[config.mk]
export PLATFORM = sky130hd
export DESIGN_NAME = triangle_span_rasterizer_top_flat
export DESIGN_NICKNAME = d
export VERILOG_FILES = /design/src/hdl/tsr_pkg.sv /design/src/hdl/tsr_ifs.sv /design/src/hdl/tsr_div.sv /design/src/hdl/triangle_span_rasterizer_top.sv /design/src/flat_wrapper.sv
export SDC_FILE = /design/constraint.sdc
export NUM_CORES = 2
export LEC_CHECK = 0
export BUFFER_PORTS_ARGS = -buffer_cell sky130_fd_sc_hd__buf_2
export CAP_MARGIN = 25
export CORE_AREA = 2 2 314 316
export CTS_BUF_LIST = sky130_fd_sc_hd__clkbuf_8
export CTS_CLUSTER_SIZE = 30
export DETAILED_ROUTE_END_ITERATION = 6
export DIE_AREA = 0 0 316 318
export SYNTH_ARGS = -nofsm -noshare
export SYNTH_HDL_FRONTEND = slang
export SYNTH_SLANG_ARGS = --single-unit
[constraint.sdc]
create_clock -name clk -period 7.61 [get_ports clk]
set_input_delay 1.522 -clock clk [delete_from_list [all_inputs] [get_ports clk]]
set_output_delay 1.522 -clock clk [all_outputs]
set_load 0.1 [all_outputs]
[src/hdl/tsr_pkg.sv]
// ----------------------------------------------------------------------------
// tsr_pkg
// Shared types and constants of the triangle span rasterizer.
// ----------------------------------------------------------------------------
package tsr_pkg;

  localparam int CoordW     = 16;
  localparam int AddrW      = 16;
  localparam int ColW       = 12;
  localparam int ColorW     = 16;
  localparam int DivNumW    = CoordW + 5;  // dx*16 fits in 21 bits
  localparam int DivDenW    = CoordW + 1;  // dy fits in 17 bits
  localparam int RowStrideDefault = 128;

  localparam logic [1:0] PhaseDone  = 2'd0;
  localparam logic [1:0] PhaseUpper = 2'd1;
  localparam logic [1:0] PhaseLower = 2'd2;

  localparam logic KindLoad = 1'b0;
  localparam logic KindStep = 1'b1;

  localparam logic [11:0] SpanLenMax = 12'hfff;

  typedef logic signed [CoordW-1:0] coord_t;

  typedef struct packed {
    coord_t x;
    coord_t y;
  } vtx_t;

  // Divider status (busy, done) from the divide unit to the sequencer
  typedef struct packed {
    logic busy;
    logic done;
  } div_stat_t;

  // Subpixel prestep: distance from y up to the next whole row
  function automatic logic [3:0] prestep(input coord_t y);
    prestep = 4'(4'd0 - y[3:0]);
  endfunction

  // Signed multiply by prestep, divided by 16 truncating toward zero
  function automatic coord_t pre_mul(input logic [3:0] pre, input coord_t s);
    logic signed [20:0] p;
    logic signed [20:0] q;
    p = $signed({17'd0, pre}) * $signed({{5{s[CoordW-1]}}, s});
    q = p[20] ? (p + 21'sd15) >>> 4 : p >>> 4;
    pre_mul = q[CoordW-1:0];
  endfunction

endpackage

[src/hdl/tsr_ifs.sv]
// ----------------------------------------------------------------------------
// tsr_ifs
// Valid/ready channel interfaces for vertex/step items and span items.
// ----------------------------------------------------------------------------
interface tsr_in_if;
  logic        valid;
  logic        ready;
  logic        kind;
  logic [1:0]  vertex_slot;
  logic signed [15:0] vertex_x;
  logic signed [15:0] vertex_y;
  logic [15:0] fill_color;
  modport source (output valid, kind, vertex_slot, vertex_x, vertex_y, fill_color,
                  input ready);
  modport sink (input valid, kind, vertex_slot, vertex_x, vertex_y, fill_color,
                output ready);
endinterface

interface tsr_out_if;
  logic        valid;
  logic        ready;
  logic        span_draw;
  logic [15:0] row_address;
  logic signed [11:0] span_start;
  logic [11:0] span_length;
  logic [15:0] span_color;
  logic        done_res;
  modport source (output valid, span_draw, row_address, span_start, span_length,
                  span_color, done_res, input ready);
  modport sink (input valid, span_draw, row_address, span_start, span_length,
                span_color, done_res, output ready);
endinterface

[src/hdl/tsr_div.sv]
// ----------------------------------------------------------------------------
// tsr_div
// Restoring signed divider, one quotient bit per cycle, truncates toward zero.
// ----------------------------------------------------------------------------
module tsr_div import tsr_pkg::*; (
  input  logic                      clk,
  input  logic                      rst,
  input  logic                      start,
  input  logic signed [DivNumW-1:0] num,
  input  logic signed [DivDenW-1:0] den,
  output div_stat_t                 stat,
  output coord_t                    quot
);
  localparam int CntW = $clog2(DivNumW + 1);

  logic [DivNumW-1:0] quo;
  logic [DivDenW-1:0] rem;
  logic [DivDenW-1:0] dmag;
  logic [CntW-1:0]    cnt;
  logic               neg;
  logic               busy;
  logic               done;
  logic               zero;
  logic [DivDenW:0]   trial;
  logic [DivNumW-1:0] sq;

  assign trial = {rem, quo[DivNumW-1]};

  always_ff @(posedge clk) begin
    if (rst) begin
      busy <= 1'b0;
      done <= 1'b0;
      cnt  <= '0;
    end else begin
      done <= 1'b0;
      if (start) begin
        busy <= 1'b1;
        cnt  <= CntW'(DivNumW);
        quo  <= num[DivNumW-1] ? DivNumW'(-num) : num;
        dmag <= den[DivDenW-1] ? DivDenW'(-den) : den;
        rem  <= '0;
        neg  <= num[DivNumW-1] ^ den[DivDenW-1];
        zero <= (den == '0);
      end else if (busy) begin
        // shift one dividend bit in, subtract when it fits
        if (trial >= {1'b0, dmag}) begin
          rem <= DivDenW'(trial - {1'b0, dmag});
          quo <= {quo[DivNumW-2:0], 1'b1};
        end else begin
          rem <= trial[DivDenW-1:0];
          quo <= {quo[DivNumW-2:0], 1'b0};
        end
        cnt <= cnt - 1'b1;
        if (cnt == CntW'(1)) begin
          busy <= 1'b0;
          done <= 1'b1;
        end
      end
    end
  end

  assign sq   = neg ? DivNumW'(-quo) : quo;
  assign quot = zero ? '0 : sq[CoordW-1:0];
  assign stat = '{busy: busy, done: done};

endmodule

[src/hdl/triangle_span_rasterizer_top.sv]
// ----------------------------------------------------------------------------
// triangle_span_rasterizer_top
// Sorts three 12.4 vertices, derives edge slopes and walks one span per step.
// ----------------------------------------------------------------------------
//  channel | dir | handshake        | item
//  in_ch   | in  | valid/ready      | vertex load or step request
//  out_ch  | out | valid/ready      | span of one scanline (steps only)
//  cfg     | in  | cfg_we, no wait  | frame_base register
//
//  A step request's result sits in an output register and the next item is
//  taken once that result has gone.
//  A load to slot 2 starts set-up: a sort, three divides on the shared
//  restoring divider, the three prestep products on the shared prestep
//  multiplier and a finish step.
//  rst is synchronous; it returns the walk to done and clears control state.
// ----------------------------------------------------------------------------
module triangle_span_rasterizer_top import tsr_pkg::*; #(
  parameter int ROW_STRIDE = RowStrideDefault
) (
  input  logic           clk,
  input  logic           rst,
  input  logic           cfg_we,
  input  logic [15:0]    cfg_data,
  tsr_in_if.sink         in_ch,
  tsr_out_if.source      out_ch
);
  localparam logic [2:0] S_IDLE   = 3'd0;
  localparam logic [2:0] S_SORT   = 3'd1;
  localparam logic [2:0] S_DSTART = 3'd2;
  localparam logic [2:0] S_DWAIT  = 3'd3;
  localparam logic [2:0] S_PRE    = 3'd4;
  localparam logic [2:0] S_FIN    = 3'd5;

  localparam logic [AddrW-1:0] Stride = AddrW'(ROW_STRIDE);

  logic [2:0]  state;
  logic [1:0]  sidx;
  logic [15:0] frame_base;
  vtx_t        v0, v1, v2;
  vtx_t        vt, vm, vb;
  logic [1:0]  ti, mi, bi;
  logic        ml;
  logic [15:0] color;
  coord_t      ledge, redge, s12, s13, s23;
  coord_t      cy, pe, lys, ley, lxs;
  logic [1:0]  phase;
  logic [AddrW-1:0] addr;

  // output register
  logic        ovalid;
  logic        o_draw, o_done;
  logic [15:0] o_addr, o_color;
  logic [11:0] o_start, o_len;

  logic in_fire;
  assign in_ch.ready = (state == S_IDLE) && !ovalid;
  assign in_fire     = in_ch.valid && in_ch.ready;

  // select a vertex by its slot number
  function automatic vtx_t pick(input logic [1:0] i, input vtx_t a, input vtx_t b,
                                input vtx_t c);
    unique case (i)
      2'd0:    pick = a;
      2'd1:    pick = b;
      default: pick = c;
    endcase
  endfunction

  assign vt = pick(ti, v0, v1, v2);
  assign vm = pick(mi, v0, v1, v2);
  assign vb = pick(bi, v0, v1, v2);

  // sort by y with strict compares; middle goes left on even permutations
  logic [1:0] st, sm, sb;
  logic       sml;
  always_comb begin
    if (v0.y < v1.y) begin
      if (v2.y < v0.y) begin
        st = 2'd2; sm = 2'd0; sb = 2'd1; sml = 1'b1;
      end else if (v1.y < v2.y) begin
        st = 2'd0; sm = 2'd1; sb = 2'd2; sml = 1'b1;
      end else begin
        st = 2'd0; sm = 2'd2; sb = 2'd1; sml = 1'b0;
      end
    end else begin
      if (v2.y < v1.y) begin
        st = 2'd2; sm = 2'd1; sb = 2'd0; sml = 1'b0;
      end else if (v0.y < v2.y) begin
        st = 2'd1; sm = 2'd0; sb = 2'd2; sml = 1'b0;
      end else begin
        st = 2'd1; sm = 2'd2; sb = 2'd0; sml = 1'b1;
      end
    end
  end

  // shared divider: edge top-middle, top-bottom, middle-bottom by sidx
  vtx_t       da, db;
  div_stat_t  dstat;
  coord_t     dquot;
  logic signed [DivNumW-1:0] dnum;
  logic signed [DivDenW-1:0] dden;
  always_comb begin
    unique case (sidx)
      2'd0:    begin da = vt; db = vm; end
      2'd1:    begin da = vt; db = vb; end
      default: begin da = vm; db = vb; end
    endcase
  end
  assign dden = DivDenW'($signed(db.y)) - DivDenW'($signed(da.y));
  assign dnum = (DivNumW'($signed(db.x)) - DivNumW'($signed(da.x))) <<< 4;

  tsr_div u_div (
    .clk   (clk),
    .rst   (rst),
    .start (state == S_DSTART),
    .num   (dnum),
    .den   (dden),
    .stat  (dstat),
    .quot  (dquot)
  );

  // shared prestep multiplier
  logic [3:0] pre_t, pre_m, pre_b, mpre;
  coord_t     mslope, mbase, mres;
  assign pre_t = prestep(vt.y);
  assign pre_m = prestep(vm.y);
  assign pre_b = prestep(vb.y);
  always_comb begin
    unique case (sidx)
      2'd0:    begin mpre = pre_t; mbase = vt.x; mslope = ml ? s12 : s13; end
      2'd1:    begin mpre = pre_t; mbase = vt.x; mslope = ml ? s13 : s12; end
      default: begin mpre = pre_m; mbase = vm.x; mslope = s23; end
    endcase
  end
  assign mres = coord_t'(mbase + pre_mul(mpre, mslope));

  // finish values of set-up
  coord_t cy_fin;
  logic signed [11:0] row_idx;
  logic [27:0]        row_off;
  assign cy_fin  = coord_t'(vt.y + $signed({12'd0, pre_t}));
  assign row_idx = cy_fin[15:4];
  assign row_off = 28'({{16{row_idx[11]}}, row_idx}) * 28'(ROW_STRIDE);

  // one scanline step advances edges and y, set-up finish loads the start values; then settle the phase
  coord_t ledge_s, redge_s, cy_s, pe_s, ledge_n, redge_n, cy_n, pe_n;
  logic [1:0] ph_s, ph_n;
  always_comb begin
    if (state == S_FIN) begin
      ph_s    = PhaseUpper;
      cy_s    = cy_fin;
      pe_s    = coord_t'(vm.y + $signed({12'd0, pre_m}));
      ledge_s = ledge;
      redge_s = redge;
    end else begin
      ph_s    = phase;
      cy_s    = coord_t'(cy + 16'sd16);
      pe_s    = pe;
      if (phase == PhaseUpper) begin
        ledge_s = coord_t'(ledge + (ml ? s12 : s13));
        redge_s = coord_t'(redge + (ml ? s13 : s12));
      end else begin
        ledge_s = coord_t'(ledge + (ml ? s23 : s13));
        redge_s = coord_t'(redge + (ml ? s13 : s23));
      end
    end
    ph_n = ph_s; cy_n = cy_s; pe_n = pe_s; ledge_n = ledge_s; redge_n = redge_s;
    // leave the upper half, swap in the lower edge
    if (ph_n == PhaseUpper && !(cy_n < pe_n)) begin
      cy_n = lys;
      pe_n = ley;
      if (ml) ledge_n = lxs;
      else    redge_n = lxs;
      ph_n = PhaseLower;
    end
    if (ph_n == PhaseLower && !(cy_n < pe_n)) ph_n = PhaseDone;
  end

  // span columns from the current edges
  logic signed [16:0] lsum, rsum;
  logic signed [12:0] sx, sx2;
  logic signed [13:0] len;
  assign lsum = 17'($signed(ledge)) + 17'sd15;
  assign rsum = 17'($signed(redge)) + 17'sd15;
  assign sx   = 13'(lsum >>> 4);
  assign sx2  = 13'(rsum >>> 4);
  assign len  = 14'($signed(sx2)) - 14'($signed(sx));

  always_ff @(posedge clk) begin
    if (rst) begin
      state <= S_IDLE;
      sidx <= '0;
      phase <= PhaseDone;
      ovalid <= 1'b0;
      frame_base <= '0;
      color <= '0; ledge <= '0; redge <= '0;
      s12 <= '0; s13 <= '0; s23 <= '0;
      cy <= '0; pe <= '0; lys <= '0; ley <= '0; lxs <= '0;
      ml <= 1'b0; addr <= '0;
      ti <= '0; mi <= '0; bi <= '0;
    end else begin
      if (cfg_we) frame_base <= cfg_data;
      if (ovalid && out_ch.ready) ovalid <= 1'b0;
      unique case (state)
        S_IDLE: begin
          if (in_fire && in_ch.kind == KindLoad) begin
            // slot three is dropped
            unique case (in_ch.vertex_slot)
              2'd0: v0 <= '{x: in_ch.vertex_x, y: in_ch.vertex_y};
              2'd1: v1 <= '{x: in_ch.vertex_x, y: in_ch.vertex_y};
              2'd2: begin
                v2    <= '{x: in_ch.vertex_x, y: in_ch.vertex_y};
                color <= in_ch.fill_color;
                state <= S_SORT;
              end
              default: ;
            endcase
          end else if (in_fire) begin
            ovalid <= 1'b1;
            if (phase == PhaseDone) begin
              o_draw  <= 1'b0;
              o_addr  <= '0;
              o_start <= '0;
              o_len   <= '0;
              o_color <= '0;
              o_done  <= 1'b1;
            end else begin
              o_addr <= addr;
              if (sx < sx2) begin
                o_draw  <= 1'b1;
                o_start <= sx[11:0];
                o_len   <= (len > 14'sd4095) ? SpanLenMax : len[11:0];
                o_color <= color;
              end else begin
                o_draw  <= 1'b0;
                o_start <= '0;
                o_len   <= '0;
                o_color <= '0;
              end
              addr  <= addr + Stride;
              ledge <= ledge_n;
              redge <= redge_n;
              cy    <= cy_n;
              pe    <= pe_n;
              phase <= ph_n;
              o_done <= (ph_n == PhaseDone);
            end
          end
        end
        S_SORT: begin
          ti <= st; mi <= sm; bi <= sb; ml <= sml;
          sidx <= '0;
          // zero height: nothing to walk
          if (pick(sb, v0, v1, v2).y == pick(st, v0, v1, v2).y) begin
            phase <= PhaseDone;
            state <= S_IDLE;
          end else begin
            state <= S_DSTART;
          end
        end
        S_DSTART: state <= S_DWAIT;
        S_DWAIT: begin
          if (dstat.done) begin
            unique case (sidx)
              2'd0:    s12 <= dquot;
              2'd1:    s13 <= dquot;
              default: s23 <= dquot;
            endcase
            if (sidx == 2'd2) begin
              sidx  <= '0;
              state <= S_PRE;
            end else begin
              sidx  <= sidx + 1'b1;
              state <= S_DSTART;
            end
          end
        end
        S_PRE: begin
          unique case (sidx)
            2'd0:    ledge <= mres;
            2'd1:    redge <= mres;
            default: lxs <= mres;
          endcase
          if (sidx == 2'd2) begin
            sidx  <= '0;
            lys   <= coord_t'(vm.y + $signed({12'd0, pre_m}));
            ley   <= coord_t'(vb.y + $signed({12'd0, pre_b}));
            state <= S_FIN;
          end else begin
            sidx <= sidx + 1'b1;
          end
        end
        S_FIN: begin
          addr  <= frame_base + row_off[AddrW-1:0];
          cy    <= cy_n;
          pe    <= pe_n;
          ledge <= ledge_n;
          redge <= redge_n;
          phase <= ph_n;
          state <= S_IDLE;
        end
        default: state <= S_IDLE;
      endcase
    end
  end

  assign out_ch.valid       = ovalid;
  assign out_ch.span_draw   = o_draw;
  assign out_ch.row_address = o_addr;
  assign out_ch.span_start  = o_start;
  assign out_ch.span_length = o_len;
  assign out_ch.span_color  = o_color;
  assign out_ch.done_res    = o_done;

  a_div_done_in_wait: assert property (@(posedge clk) disable iff (rst)
    dstat.done |-> state == S_DWAIT) else $error("divider finished outside wait");
  a_slot2_starts_setup: assert property (@(posedge clk) disable iff (rst)
    in_fire && in_ch.kind == KindLoad && in_ch.vertex_slot == 2'd2 |=> state == S_SORT)
    else $error("slot 2 load did not start set-up");
  a_sidx_range: assert property (@(posedge clk) disable iff (rst)
    sidx != 2'd3) else $error("set-up step index out of range");
  a_phase_range: assert property (@(posedge clk) disable iff (rst)
    phase != 2'd3) else $error("walk phase code invalid");

endmodule
[src/flat_wrapper.sv]
// flat-port wrapper written by rule: the top's interface ports become plain ports
module triangle_span_rasterizer_top_flat import tsr_pkg::*;
#(
  parameter int ROW_STRIDE = RowStrideDefault
)
  (clk, rst, cfg_we, cfg_data, in_ch_valid, in_ch_kind, in_ch_vertex_slot, in_ch_vertex_x, in_ch_vertex_y, in_ch_fill_color, in_ch_ready, out_ch_valid, out_ch_span_draw, out_ch_row_address, out_ch_span_start, out_ch_span_length, out_ch_span_color, out_ch_done_res, out_ch_ready);
  tsr_in_if in_ch_i ();
  tsr_out_if out_ch_i ();
  input  logic clk;
  input  logic rst;
  input  logic cfg_we;
  input  logic [15:0] cfg_data;
  input wire logic [$bits(in_ch_i.valid)-1:0] in_ch_valid;
  input wire logic [$bits(in_ch_i.kind)-1:0] in_ch_kind;
  input wire logic [$bits(in_ch_i.vertex_slot)-1:0] in_ch_vertex_slot;
  input wire logic [$bits(in_ch_i.vertex_x)-1:0] in_ch_vertex_x;
  input wire logic [$bits(in_ch_i.vertex_y)-1:0] in_ch_vertex_y;
  input wire logic [$bits(in_ch_i.fill_color)-1:0] in_ch_fill_color;
  output wire logic [$bits(in_ch_i.ready)-1:0] in_ch_ready;
  output wire logic [$bits(out_ch_i.valid)-1:0] out_ch_valid;
  output wire logic [$bits(out_ch_i.span_draw)-1:0] out_ch_span_draw;
  output wire logic [$bits(out_ch_i.row_address)-1:0] out_ch_row_address;
  output wire logic [$bits(out_ch_i.span_start)-1:0] out_ch_span_start;
  output wire logic [$bits(out_ch_i.span_length)-1:0] out_ch_span_length;
  output wire logic [$bits(out_ch_i.span_color)-1:0] out_ch_span_color;
  output wire logic [$bits(out_ch_i.done_res)-1:0] out_ch_done_res;
  input wire logic [$bits(out_ch_i.ready)-1:0] out_ch_ready;
  assign in_ch_i.valid = in_ch_valid;
  assign in_ch_i.kind = in_ch_kind;
  assign in_ch_i.vertex_slot = in_ch_vertex_slot;
  assign in_ch_i.vertex_x = in_ch_vertex_x;
  assign in_ch_i.vertex_y = in_ch_vertex_y;
  assign in_ch_i.fill_color = in_ch_fill_color;
  assign in_ch_ready = in_ch_i.ready;
  assign out_ch_valid = out_ch_i.valid;
  assign out_ch_span_draw = out_ch_i.span_draw;
  assign out_ch_row_address = out_ch_i.row_address;
  assign out_ch_span_start = out_ch_i.span_start;
  assign out_ch_span_length = out_ch_i.span_length;
  assign out_ch_span_color = out_ch_i.span_color;
  assign out_ch_done_res = out_ch_i.done_res;
  assign out_ch_i.ready = out_ch_ready;
  triangle_span_rasterizer_top #(.ROW_STRIDE(ROW_STRIDE)) u_core (.clk(clk), .rst(rst), .cfg_we(cfg_we), .cfg_data(cfg_data), .in_ch(in_ch_i), .out_ch(out_ch_i));
endmodule
==> results.cfg <==
[routing]
ant_nets = 0
drc_errors = 0
drtIter0Drc = 1878
routed_via_density = 5.28
wirelength_mm = 101
routedWlPerCell_um = 18.0
first_pass_iters = 5
via_count = 29724

[synthesis]
syn-num-nets = 4354
synth_cell_types = 97
synth_top_area_frac = 0.188
synthCells = 3988
yosysWarnings = 0
yosys.area.top_type = edfxtp_1
synth_edf_count = 211
ys_seq_area_frac = 0.323
synth_seq_cells = 439
synth_area_um2 = 33800
synth_top_flop_cell = dfxtp_1
synth_area_per_cell_um2 = 8.47
ys_top_cells_by_area = edfxtp_1 19%, dfxtp_1 14%, ha_1 9.4%
async_flop_share = 0

[setup_path]
cp-start-kind = flip-flop
r2r_cells = 39
cp-startpoint = u_core.v1[0]
reg2reg_to = u_core.ledge[14]
rr_startpoint = u_core.v1[0]
criticalPathCategory = reg2reg
endpoint_kind = flip-flop
crit_required_ns = 8.26
r2r_slack_ns = -0.12
critical-path-max-stage-delay_ns = 0.55
crit_top_cell = inv_2
worst-path-max-fanout = 6
endpoint = u_core.ledge[14]
worstPathArrival_ns = 8.38
cp_slowest_cell = fa_1

[min_path]
hp-class = reg2reg

[floorplan]
core_um2 = 97400
dieArea_um2 = 100000
initial_core_util = 0.347
die_h_um = 318
io-pin-count = 132
rows = 115
die_x_um = 316

[sta]
whs_ns = 0.449
finalCritPeriodShare = 1.02
report.final.slew_viol_count = 0
relSlewSlack = 0.326
finClkSkew_ns = 0.0381
finalCriticalPeriod_ns = 7.73
timing.fmax_mhz = 129
worstMarginPinSlew_ns = 1.01
fin_ws_ns = -0.118
rsz0062_at_grt = true
setup_violations = 12
hold_viol_final = 0

[power]
swShare = 0.357
combPwrFrac = 0.319
ir_worst_vdd_uv = 147
seq_power_share = 0.367
powerDensity_nw_per_um2 = 184
internal-power_w = 0.00473
p_switching_w = 0.00262
p_leak_nw = 16.3
clkPwrFrac = 0.314

[global_route]
antenna_found_initial = 8
grt_max_degree = 74
grt_first_pass_wirelength_mm = 159
grt_pass1_vias = 28664
grt.overflow.total = 0
grt_usage = 0.197

[clocking]
cts_buffers = 83
tritoncts = done
clock_latency_ns = 0.73
cts-root-buf = clkbuf_8
clk_transition_reported_paths_ns = 0.06
htree_levels = 3
clock_path_buffers = 3
ctsHoldBuffers = 0
clock-sinks = 439

[final_layout]
drive_gt1_frac = 0.181
fill_cells = 9645
layout.nets = 4633
syn_to_final_growth_pct = 18.3
fin_util = 0.410

[placement]
place_congestion = 0.919
port_buffers = 131
dp_hpwl_mm = 74.1

[run]
drv_cap = 0

[run_status]
outcome = finished with violations
violations = setup timing
==> cell usage in the layout, fill, tap and decap left out, types with 53 or more instances in the layout <==
cell type | Yosys | routed
nand2_1 | 457 | 449
ha_1 | 253 | 229
nand3_1 | 82 | 81
nor3_1 | 90 | 80
a21oi_1 | 365 | 347
buf_2 | 14 | 130
o21ai_0 | 207 | 200
edfxtp_1 | 211 | 211
dfxtp_1 | 228 | 220
mux2_2 | 82 | 80
clkbuf_8 | 0 | 90
xnor2_1 | 156 | 151
mux2i_1 | 204 | 202
xor2_1 | 83 | 82
inv_1 | 228 | 252
nor2_1 | 401 | 376
buf_4 | 2 | 226
nor2b_1 | 54 | 53
a211oi_1 | 57 | 54
==> flip-flops by register name, summed over array words and instances (netlist names), 17 cells and up <==
| register | count |
|---|---|
| u_core.v0 | 32 |
| u_core.u_div.quo | 21 |
| u_core.v2 | 32 |
| u_core.u_div.rem | 17 |
| u_core.u_div.dmag | 17 |
| u_core.v1 | 32 |
==> synthesized netlist by cell type (13+ instances only) <==
library cell and number:
clkbuf_1 149, and2_1 36, o21ai_0 207, mux2_2 82
or2_2 16, edfxtp_1 211, a21oi_1 365, a211oi_1 57
o21ai_1 25, nand2b_1 46, o211ai_1 36, and3_1 26
dfxtp_1 228, xnor2_1 156, xor2_1 83, nor2_1 401
nor2b_1 54, or3_1 30, nand4_1 30, mux2i_1 204
a221oi_1 21, nand3_1 82, ha_1 253, nor4_1 16
fa_1 41, o31ai_1 15, o21a_1 44, inv_1 228
nor3_1 90, a211o_1 13, a31oi_1 28, a21o_1 39
buf_2 14, nand2_1 457, buf_1 21
==> final cells by class <==
class	instances	area, µm²	area share
Sequential cell	439	10900	0.273
Multi-Input combinational cell	3129	22200	0.556
Clock inverter	64	382	0.00955
Tap cell	1287	1610	0.0403
Inverter	232	873	0.0219
Timing Repair Buffer	382	2720	0.0680
Clock buffer	90	1240	0.0310
Antenna cell	2	5.00	0.000125
==> per-stage QoR <==
step / power [W] / cell area, µm² / setup TNS [ns] / instances / worst slack (ns)
final: 0.00735 / 39900 / -0.725 / 5625 / -0.118
after detailed placement: 0.00499 / 37100 / -5.14 / 5414 / -0.388
after global placement: 0.00496 / 37000 / -1.81 / 5410 / -0.218
after global routing: 0.00775 / 39900 / -7.69 / 5624 / -0.461
after CTS: 0.00737 / 39300 / -0.00180 / 5602 / -0.00180
after floorplan: 0.00437 / 33800 / -0.0218 / 3988 / -0.0218
==> kinds of logic after synthesis <==
| group | after synthesis | synth area share |
|---|---|---|
| simple gates | 1330 | 0.180 |
| compound gates | 969 | 0.177 |
| flops | 439 | 0.323 |
| buf+inv | 422 | 0.0485 |
| fa+ha+maj | 294 | 0.118 |
| mux | 291 | 0.0898 |
| xor+xnor | 243 | 0.0644 |
==> metal layers <==
layer,wire (µm),vias to the layer above,track usage,share of wire
met5,26,-,0,0.00026
met4,3650,4,0.0698,0.036
met3,5180,209,0.0290,0.051
met2,47800,718,0.331,0.47
met1,44500,14029,0.255,0.44
li1,-,14764,-,-
==> how the worst min path moves through the flow <==
stage	from	endpoint	slack, ns	cells after the start
floorplan	u_core.ley[2]	u_core.ley[2]	0.43	2
global placement	u_core.color[8]	u_core.color[8]	0.44	2
detailed placement	u_core.color[8]	u_core.color[8]	0.44	2
CTS	u_core.addr[6]	u_core.addr[6]	0.45	2
global route	u_core.frame_base[4]	u_core.addr[4]	0.47	2
finish	u_core.color[7]	u_core.color[7]	0.45	2
==> critical path: cells and delay by family (launching register included) <==
kind / cells / cell delay [ns]
muxes: 3 / 0.96
DFF: 1 / 0.41
and+or+nand+nor: 6 / 0.95
buffers and inverters: 9 / 0.83
AOI/OAI and AO/OA: 12 / 2.02
xor gates and xnor gates: 2 / 0.34
adders and majority gates: 7 / 2.15
==> power groups by stage <==
stage	sequential [W]	clock (W)	combinational [W]
floorplan	0.00280	0	0.00157
global placement	0.00275	0	0.00222
detailed placement	0.00275	0	0.00225
CTS	0.00270	0.00236	0.00231
global route	0.00271	0.00246	0.00258
finish	0.00270	0.00230	0.00234
==> timing repair <==
item | in CTS | in global routing
gates resized for setup | 62 | 106
gates cloned | 2 | 0
pin swaps | 49 | 83
endpoints found under the setup margin | 24 | 37
setup buffers | 33 | 23
(Power assumes the default switching activity.)
